==> config.mk <==
export PLATFORM = sky130hd
export DESIGN_NAME = double_exponential_smoother_core_flat
export DESIGN_NICKNAME = d
export VERILOG_FILES = /design/src/rtl/des_pkg.sv /design/src/rtl/des_if.sv /design/src/rtl/des_ctrl.sv /design/src/rtl/des_datapath.sv /design/src/rtl/double_exponential_smoother_core.sv /design/src/flat_wrapper.sv
export SDC_FILE = /design/constraint.sdc
export NUM_CORES = 2
export LEC_CHECK = 0
export BUFFER_PORTS_ARGS = -buffer_cell sky130_fd_sc_hd__buf_2
export CORE_MARGIN = 4
export CORE_UTILIZATION = 59
export DETAILED_ROUTE_END_ITERATION = 12
export PLACE_DENSITY = 0.79
export SYNTH_ARGS = -nofsm -noshare
export SYNTH_HDL_FRONTEND = slang
export SYNTH_SLANG_ARGS = --single-unit
export TNS_END_PERCENT = 30
==> constraint.sdc <==
create_clock -name clk -period 10.9 [get_ports clk]
set_input_delay 1.09 -clock clk [delete_from_list [all_inputs] [get_ports clk]]
set_output_delay 1.09 -clock clk [all_outputs]
set_load 0.03 [all_outputs]
==> src/rtl/des_pkg.sv <==
// Shared types, constants and helper functions of the double exponential smoother.
// No dependencies; every other file of the block depends on this package.
package des_pkg;

  localparam int SAMPLE_W = 16;
  localparam int Q_W      = 32;   // Q16.16 level, trend, forecast
  localparam int GAIN_W   = 17;   // unsigned Q1.16
  localparam int WIDE_W   = 33;   // sums and differences of two Q16.16 values
  localparam int PROD_W   = 51;   // 18-bit signed gain times 33-bit operand
  localparam int RND_W    = 35;   // rounded product, PROD_W - 16
  localparam int ACC_W    = 36;   // sum of two rounded terms, before saturation
  localparam int CFG_IDX_W = 1;

  typedef logic signed [SAMPLE_W-1:0] sample_t;
  typedef logic signed [Q_W-1:0]      q16_t;
  typedef logic        [GAIN_W-1:0]   gain_t;
  typedef logic signed [WIDE_W-1:0]   wide_t;
  typedef logic signed [PROD_W-1:0]   prod_t;
  typedef logic signed [RND_W-1:0]    rnd_t;
  typedef logic signed [ACC_W-1:0]    acc_t;
  typedef logic        [CFG_IDX_W-1:0] cfg_idx_t;

  localparam gain_t GAIN_ONE   = 17'd65536;
  localparam gain_t GAIN_RESET = 17'd32768;

  localparam cfg_idx_t REG_LEVEL_GAIN = 1'd0;
  localparam cfg_idx_t REG_TREND_GAIN = 1'd1;

  localparam acc_t SAT_HI = 36'sd2147483647;
  localparam acc_t SAT_LO = -36'sd2147483648;
  localparam prod_t RND_HALF = 51'sd32768;

  // Operand pairs of the shared multiplier
  typedef enum logic [1:0] {
    MUL_LVL_HOLD   = 2'd0,   // (1 - alpha) * (prev_level + prev_trend)
    MUL_LVL_SAMPLE = 2'd1,   // alpha * sample
    MUL_TRD_DIFF   = 2'd2,   // beta * (level - prev_level)
    MUL_TRD_HOLD   = 2'd3    // (1 - beta) * prev_trend
  } mul_sel_t;

  typedef struct packed {
    logic     load_in;   // capture sample, form prev_level + prev_trend
    logic     mul_en;
    mul_sel_t mul_sel;
    logic     acc_en;    // acc <= rnd(prod)
    logic     level_en;  // level <= sat(acc + prod)
    logic     diff_en;   // diff <= level - prev_level
    logic     trend_en;  // trend <= sat(acc + rnd(prod))
    logic     commit;    // prev_level <= forecast, prev_trend <= trend
  } dp_cmd_t;

  function automatic q16_t sat32(input acc_t v);
    if (v > SAT_HI) return q16_t'(SAT_HI[Q_W-1:0]);
    if (v < SAT_LO) return q16_t'(SAT_LO[Q_W-1:0]);
    return v[Q_W-1:0];
  endfunction

  // floor((p + 0.5 lsb) / 2^16)
  function automatic rnd_t rnd16(input prod_t p);
    prod_t t;
    t = p + RND_HALF;
    return t[PROD_W-1:16];
  endfunction

  // Gains above one are taken as one
  function automatic gain_t eff_gain(input gain_t g);
    return g[GAIN_W-1] ? GAIN_ONE : g;
  endfunction

endpackage

==> src/rtl/des_if.sv <==
// Handshake channels of the smoother: sample words in, forecast/trend words out.
// Depends on des_pkg.
interface des_in_if;
  logic              valid;
  logic              ready;
  des_pkg::sample_t  sample;
  modport source (output valid, output sample, input ready);
  modport sink   (input valid, input sample, output ready);
endinterface

interface des_out_if;
  logic          valid;
  logic          ready;
  des_pkg::q16_t forecast;
  des_pkg::q16_t trend;
  modport source (output valid, output forecast, output trend, input ready);
  modport sink   (input valid, input forecast, input trend, output ready);
endinterface

==> src/rtl/des_ctrl.sv <==
// Sequencer of the smoother: steps one word through the shared multiplier.
// Depends on des_pkg; drives des_datapath through dp_cmd_t.
module des_ctrl (
  input  logic             clk,
  input  logic             rst,
  input  logic             in_valid,
  output logic             in_ready,
  output logic             out_valid,
  input  logic             out_ready,
  output des_pkg::dp_cmd_t cmd
);
  import des_pkg::*;

  typedef enum logic [3:0] {
    ST_IDLE, ST_M1, ST_M2, ST_LEVEL, ST_DIFF, ST_M3, ST_M4, ST_TREND, ST_COMMIT
  } state_t;

  state_t state;
  state_t state_next;
  logic   slot_free;

  assign in_ready  = (state == ST_IDLE);
  assign slot_free = !out_valid || out_ready;

  always_comb begin
    cmd        = '0;
    cmd.mul_sel = MUL_LVL_HOLD;
    state_next = state;
    case (state)
      ST_IDLE: begin
        if (in_valid) begin
          cmd.load_in = 1'b1;
          state_next  = ST_M1;
        end
      end
      ST_M1: begin
        cmd.mul_en  = 1'b1;
        cmd.mul_sel = MUL_LVL_HOLD;
        state_next  = ST_M2;
      end
      ST_M2: begin
        cmd.acc_en  = 1'b1;
        cmd.mul_en  = 1'b1;
        cmd.mul_sel = MUL_LVL_SAMPLE;
        state_next  = ST_LEVEL;
      end
      ST_LEVEL: begin
        cmd.level_en = 1'b1;
        state_next   = ST_DIFF;
      end
      ST_DIFF: begin
        cmd.diff_en = 1'b1;
        state_next  = ST_M3;
      end
      ST_M3: begin
        cmd.mul_en  = 1'b1;
        cmd.mul_sel = MUL_TRD_DIFF;
        state_next  = ST_M4;
      end
      ST_M4: begin
        cmd.acc_en  = 1'b1;
        cmd.mul_en  = 1'b1;
        cmd.mul_sel = MUL_TRD_HOLD;
        state_next  = ST_TREND;
      end
      ST_TREND: begin
        cmd.trend_en = 1'b1;
        state_next   = ST_COMMIT;
      end
      ST_COMMIT: begin
        if (slot_free) begin
          cmd.commit = 1'b1;
          state_next = ST_IDLE;
        end
      end
      default: state_next = ST_IDLE;
    endcase
  end

  always_ff @(posedge clk) begin
    if (rst) begin
      state     <= ST_IDLE;
      out_valid <= 1'b0;
    end else begin
      state <= state_next;
      if (cmd.commit) begin
        out_valid <= 1'b1;
      end else if (out_ready) begin
        out_valid <= 1'b0;
      end
    end
  end

endmodule

==> src/rtl/des_datapath.sv <==
// Datapath of the smoother: gain registers, state, one shared multiplier and
// rounding/saturation adders. Depends on des_pkg; commanded by des_ctrl.
module des_datapath (
  input  logic             clk,
  input  logic             rst,
  input  des_pkg::dp_cmd_t cmd,
  input  des_pkg::sample_t in_sample,
  input  logic             cfg_we,
  input  des_pkg::cfg_idx_t cfg_index,
  input  des_pkg::gain_t   cfg_data,
  output des_pkg::q16_t    forecast,
  output des_pkg::q16_t    trend
);
  import des_pkg::*;

  gain_t level_gain;
  gain_t trend_gain;
  q16_t  prev_level;
  q16_t  prev_trend;

  sample_t smp;
  wide_t   sum;
  prod_t   prod;
  rnd_t    acc;
  q16_t    level;
  wide_t   diff;
  q16_t    trend_new;

  gain_t alpha, beta, alpha_c, beta_c;
  logic signed [GAIN_W:0] mul_a;
  wide_t   mul_b;
  prod_t   prod_next;
  acc_t    level_sum, trend_sum, fc_sum;

  assign alpha   = eff_gain(level_gain);
  assign beta    = eff_gain(trend_gain);
  assign alpha_c = GAIN_ONE - alpha;
  assign beta_c  = GAIN_ONE - beta;

  always_comb begin
    case (cmd.mul_sel)
      MUL_LVL_HOLD: begin
        mul_a = {1'b0, alpha_c};
        mul_b = sum;
      end
      MUL_LVL_SAMPLE: begin
        mul_a = {1'b0, alpha};
        mul_b = WIDE_W'(smp);
      end
      MUL_TRD_DIFF: begin
        mul_a = {1'b0, beta};
        mul_b = diff;
      end
      MUL_TRD_HOLD: begin
        mul_a = {1'b0, beta_c};
        mul_b = WIDE_W'(prev_trend);
      end
      default: begin
        mul_a = '0;
        mul_b = '0;
      end
    endcase
  end

  assign prod_next = PROD_W'(mul_a) * PROD_W'(mul_b);

  // alpha * sample is exact Q16.16 and fits in RND_W bits
  assign level_sum = ACC_W'(acc) + ACC_W'(rnd_t'(prod[RND_W-1:0]));
  assign trend_sum = ACC_W'(acc) + ACC_W'(rnd16(prod));
  assign fc_sum    = ACC_W'(level) + ACC_W'(trend_new);

  always_ff @(posedge clk) begin
    if (rst) begin
      level_gain <= GAIN_RESET;
      trend_gain <= GAIN_RESET;
      prev_level <= '0;
      prev_trend <= '0;
    end else begin
      if (cfg_we) begin
        case (cfg_index)
          REG_LEVEL_GAIN: level_gain <= cfg_data;
          REG_TREND_GAIN: trend_gain <= cfg_data;
          default: ;
        endcase
      end
      if (cmd.commit) begin
        prev_level <= sat32(fc_sum);
        prev_trend <= trend_new;
      end
    end
  end

  always_ff @(posedge clk) begin
    if (cmd.load_in) begin
      smp <= in_sample;
      sum <= WIDE_W'(prev_level) + WIDE_W'(prev_trend);
    end
    if (cmd.mul_en)   prod      <= prod_next;
    if (cmd.acc_en)   acc       <= rnd16(prod);
    if (cmd.level_en) level     <= sat32(level_sum);
    if (cmd.diff_en)  diff      <= WIDE_W'(level) - WIDE_W'(prev_level);
    if (cmd.trend_en) trend_new <= sat32(trend_sum);
  end

  // The stored state is the result: it changes only when the output slot is free
  assign forecast = prev_level;
  assign trend    = prev_trend;

endmodule

==> src/rtl/double_exponential_smoother_core.sv <==
// Top level of the double exponential smoother (Holt style, forecast fed back).
// Depends on des_pkg, des_if, des_ctrl and des_datapath.
//
//  channel   dir  handshake          payload
//  in_ch     in   valid / ready      sample   (s16, integer taken as Q16.16)
//  out_ch    out  valid / ready      forecast (s32 Q16.16), trend (s32 Q16.16)
//  cfg       in   cfg_we             cfg_index (0 level_gain, 1 trend_gain), cfg_data
//
// Sequence: a word passes an accept step and eight steps (M1, M2, LEVEL, DIFF,
// M3, M4, TREND, COMMIT); the single shared 18x33 multiplier, used four times
// in series, sets that sequence. No new word is taken until the last commits.
// Reset (rst, synchronous): gains to 0.5, level and trend to zero, no result.
// Stalls: the next word is accepted while a result waits on out_ch; its final
// step holds until the previous result has been taken.
module double_exponential_smoother_core (
  input  logic              clk,
  input  logic              rst,
  des_in_if.sink           in_ch,
  des_out_if.source        out_ch,
  input  logic              cfg_we,
  input  des_pkg::cfg_idx_t cfg_index,
  input  des_pkg::gain_t    cfg_data
);
  import des_pkg::*;

  dp_cmd_t cmd;

  // Sequencer: walks level, then trend through the multiplier, then commits the forecast
  des_ctrl u_ctrl (
    .clk       (clk),
    .rst       (rst),
    .in_valid  (in_ch.valid),
    .in_ready  (in_ch.ready),
    .out_valid (out_ch.valid),
    .out_ready (out_ch.ready),
    .cmd       (cmd)
  );

  // Datapath: the stored forecast/trend pair doubles as the output register
  des_datapath u_dp (
    .clk       (clk),
    .rst       (rst),
    .cmd       (cmd),
    .in_sample (in_ch.sample),
    .cfg_we    (cfg_we),
    .cfg_index (cfg_index),
    .cfg_data  (cfg_data),
    .forecast  (out_ch.forecast),
    .trend     (out_ch.trend)
  );

endmodule

==> src/flat_wrapper.sv <==
// flat-port wrapper written by rule: the top's interface ports become plain ports
module double_exponential_smoother_core_flat import des_pkg::*;
  (clk, rst, cfg_we, cfg_index, cfg_data, in_ch_valid, in_ch_sample, in_ch_ready, out_ch_valid, out_ch_forecast, out_ch_trend, out_ch_ready);
  des_in_if in_ch_i ();
  des_out_if out_ch_i ();
  input  logic clk;
  input  logic rst;
  input  logic cfg_we;
  input  des_pkg::cfg_idx_t cfg_index;
  input  des_pkg::gain_t cfg_data;
  input wire logic [$bits(in_ch_i.valid)-1:0] in_ch_valid;
  input wire logic [$bits(in_ch_i.sample)-1:0] in_ch_sample;
  output wire logic [$bits(in_ch_i.ready)-1:0] in_ch_ready;
  output wire logic [$bits(out_ch_i.valid)-1:0] out_ch_valid;
  output wire logic [$bits(out_ch_i.forecast)-1:0] out_ch_forecast;
  output wire logic [$bits(out_ch_i.trend)-1:0] out_ch_trend;
  input wire logic [$bits(out_ch_i.ready)-1:0] out_ch_ready;
  assign in_ch_i.valid = in_ch_valid;
  assign in_ch_i.sample = in_ch_sample;
  assign in_ch_ready = in_ch_i.ready;
  assign out_ch_valid = out_ch_i.valid;
  assign out_ch_forecast = out_ch_i.forecast;
  assign out_ch_trend = out_ch_i.trend;
  assign out_ch_i.ready = out_ch_ready;
  double_exponential_smoother_core u_core (.clk(clk), .rst(rst), .in_ch(in_ch_i), .out_ch(out_ch_i), .cfg_we(cfg_we), .cfg_index(cfg_index), .cfg_data(cfg_data));
endmodule
==> results_dict.tcl <==
set metrics [dict create \
    numCtsBuffers 39 \
    wl_per_cell_um 20.68 \
    crit_slowest_cell "o21a_1" \
    max_freq_mhz 103.8 \
    drv_slew 0 \
    htreeDepth 2 \
    ys_seq_area_share_pct 21.76 \
    ys_async_sr_fraction_pct 0 \
    cp_data_arrival_time_ps 9980 \
    critPathMaxFanout 45 \
    synth-compound-area-share_pct 14.92 \
    yosys_warnings 0 \
    root_buffer "clkbuf_16" \
    area_delta_synth_final_pct 6.386 \
    drv_cap 0 \
    initial_core_util_pct 59.98 \
    antenna_found_initial 0 \
    r2r-start "u_core.u_ctrl.state[1]$_SDFFE_PP0P_" \
    cts_tree "built" \
    synth.mux.area_fraction_pct 0.02412 \
    synth_cell_types 91 \
    status "completed" \
    skew_ps 30.80 \
    cp_top_family "adder cells" \
    synth_edf_count 232 \
    path_class "reg -> reg" \
    drive_above_1_share_pct 6.231 \
    place_area_mm2 0.04293 \
    ios 105 \
    clk_pin_slew_ps 60 \
    grt_max_degree 104 \
    vias 33640 \
    syn_avg_cell_area_um2 8.893 \
    numClockSinks 335 \
    tightestPinTransition_ps 1237 \
    hold_buffers 0 \
    endpoint_kind "register" \
    worstPathRequired_ps 11250 \
    syn-num-nets 5537 \
    synthCells 4666 \
    synth-simple-area-share_pct 14.92 \
    track_usage_pct 31.14 \
    grt_pass1_vias 33530 \
    cp_num_buf_inv 10 \
    fin_crit_ps 9632 \
    hold_path_end "u_core.u_dp.level_gain[14]$_SDFFE_PP0P_" \
    r2r_slack_ps 1270 \
    vias_per_cell 5.972 \
    setup_viol 0 \
    critPathLaunchType "register" \
    die_height_um 273.2 \
    design_area_mm2 0.04415 \
    postCtsSetupBuffers 0 \
    hold_violations 0 \
    ant_nets 0 \
    rsz0062_at_grt "no" \
    cts_resized 0 \
    synthFlopType "edfxtp_1" \
    dp_hpwl_um 94190 \
    die_w_um 273.2 \
    final_nets 5544 \
    finalCritPeriodShare_pct 88.37 \
    ys_ff_latch 335 \
    synthAdderAreaFrac_pct 34.97 \
    timing.setup.tns_ps 0 \
    slowest_delay_ps 650 \
    synth_top_family_by_area "adder cells" \
    drc 0 \
    fp.dieArea_mm2 0.07464 \
    port_buffers 104 \
    clk_latency_ps 570 \
    syn_area_mm2 0.04150 \
    place_congestion 0.9741 \
    grt_remaining_overflow 0 \
    grt_first_pass_wirelength_um 183600 \
    totalWireLength_um 116500 \
    reg2reg_to "u_core.u_dp.prod[48]$_DFFE_PP_" \
    hold_path_depth 2 \
    min_path_type "reg -> reg" \
    min_from "u_core.u_dp.level_gain[14]$_SDFFE_PP0P_" \
    synth_xor_xnor_area_share_pct 4.833 \
    core_mm2 0.06919 \
    reg2reg_depth 31 \
    clock_path_buffers 3 \
    antenna_cells 0 \
    final_core_util_pct 63.81 \
    first_pass_iters 6 \
    num_rows 96 \
    drt_iter0_markers 3242 \
    max-slew-margin-rel_pct 17.39 \
]
-- flip-flops by register name, summed over array words and instances, names as in the netlist --
register	count
u_core.u_dp.trend	32
u_core.u_dp.trend_gain	17
u_core.u_dp.level_gain	17
u_core.u_dp.level	32
u_core.u_ctrl.state	4
u_core.u_dp.forecast	32
u_core.u_dp.acc	35
u_core.u_dp.trend_new	32
u_core.u_dp.smp	16
u_core.u_dp.prod	51
u_core.u_dp.diff	33
u_core.u_ctrl.out_valid	1
u_core.u_dp.sum	33
-- cell families (layout without fill, tap and decap cells) --
logic type | count (synthesis) | after routing
AO/OA/AOI/OAI | 944 | 944
XOR/XNOR | 229 | 229
multiplexers | 1 | 1
AND/OR/NAND/NOR | 1397 | 1397
buffers and inverters | 924 | 960
flip-flops | 335 | 335
adder cells (fa/ha/maj) | 836 | 836
-- how the worst max path moves through the flow --
stage | slack [ps] | from | depth (start not counted) | end
floorplan | 30 | u_core.u_ctrl.state[1]$_SDFFE_PP0P_ | 30 | u_core.u_dp.prod[40]$_DFFE_PP_
global placement | 1620 | u_core.u_ctrl.state[3]$_SDFFE_PP0P_ | 31 | u_core.u_dp.prod[44]$_DFFE_PP_
detailed placement | 1390 | u_core.u_ctrl.state[1]$_SDFFE_PP0P_ | 30 | u_core.u_dp.prod[44]$_DFFE_PP_
CTS | 1360 | u_core.u_ctrl.state[1]$_SDFFE_PP0P_ | 30 | u_core.u_dp.prod[44]$_DFFE_PP_
global route | 670 | u_core.u_ctrl.state[1]$_SDFFE_PP0P_ | 31 | u_core.u_dp.prod[44]$_DFFE_PP_
finish | 1270 | u_core.u_ctrl.state[1]$_SDFFE_PP0P_ | 31 | u_core.u_dp.prod[48]$_DFFE_PP_
-- through the flow --
step | setup WS [ps] | instances | hold WS [ps]
floorplan | 25.97 | 4666 | 449.6
global placement | 1619 | 5563 | 470.2
detailed placement | 1388 | 5563 | 479.9
CTS | 1361 | 5633 | 488.7
global route | 667.5 | 5633 | 512.1
finish | 1268 | 5633 | 490.2
-- cells in the final DEF (no fill, tap or decap), drive strengths merged, types with 103 or more instances in the layout --
cell type | synthesis | routed
o21ai | 185 | 185
nor2 | 286 | 286
nand2 | 716 | 716
a21oi | 271 | 271
fa | 541 | 541
xnor2 | 143 | 143
buf | 48 | 166
dfxtp | 103 | 103
a21o | 147 | 147
inv | 723 | 726
edfxtp | 232 | 232
ha | 291 | 291
-- layer usage --
layer	share of wire (%)	routed length [um]	up-vias	track usage, %
li1	-	-	15320	-
met1	40	46320	16360	41.36
met2	46	53260	1569	49.66
met3	8.6	10060	392	5.645
met4	5.9	6876	0	15.18
met5	0	0	-	0
-- worst reg2reg max path, delay by kind of cell (launching register included) --
kind,cells,cell delay [ps]
AO/OA/AOI/OAI,7,2440
adder cells (fa/ha/maj),8,3790
buffers and inverters,10,1710
flip-flops,1,530
AND/OR/NAND/NOR,6,990
-- cell usage after synthesis, types with 6 or more instances --
| cell type | count | area share (%) |
|---|---|---|
| a21o_1 | 146 | 2.6 |
| ha_1 | 291 | 8.8 |
| a31oi_1 | 48 | 0.72 |
| nand3b_1 | 6 | 0.11 |
| nor2b_1 | 55 | 0.83 |
| or2_2 | 8 | 0.12 |
| clkbuf_1 | 150 | 1.4 |
| o21ai_0 | 135 | 1.6 |
| a21oi_2 | 6 | 0.13 |
| or3_1 | 11 | 0.17 |
| o21ai_1 | 50 | 0.60 |
| nand4_1 | 32 | 0.48 |
| o31ai_1 | 10 | 0.18 |
| xnor2_1 | 143 | 3.0 |
| nor3b_1 | 17 | 0.31 |
| o211ai_1 | 27 | 0.49 |
| dfxtp_1 | 103 | 5.0 |
| buf_2 | 38 | 0.46 |
| fa_1 | 541 | 26 |
| inv_1 | 723 | 6.5 |
| nand2_1 | 716 | 6.5 |
| a211o_1 | 12 | 0.25 |
| and4_1 | 9 | 0.19 |
| nor2_1 | 286 | 2.6 |
| xor2_1 | 86 | 1.8 |
| and2_1 | 62 | 0.93 |
| o21a_1 | 72 | 1.3 |
| o21bai_1 | 20 | 0.36 |
| a32oi_1 | 8 | 0.17 |
| nor3_1 | 40 | 0.48 |
| nand2b_1 | 39 | 0.59 |
| nand3_1 | 75 | 0.90 |
| a21oi_1 | 265 | 3.2 |
| a211oi_1 | 20 | 0.36 |
| a21boi_0 | 11 | 0.20 |
| and3_1 | 22 | 0.33 |
| a221oi_1 | 32 | 0.68 |
| edfxtp_1 | 232 | 17 |
| a211oi_2 | 6 | 0.18 |
-- cell type report --
type                       instances  area [um^2]
tap                              931         1165
inverter                         724         2718
multi-input combinational       3407        29030
clock inverter                    19        148.9
sequential                       335         9029
clock buffer                      51         1064
timing repair buffer             166        988.4
fill                            5743        25040
Power is not shown: default switching activity piles up to over one toggle a cycle in this logic, so the estimate is an artifact.
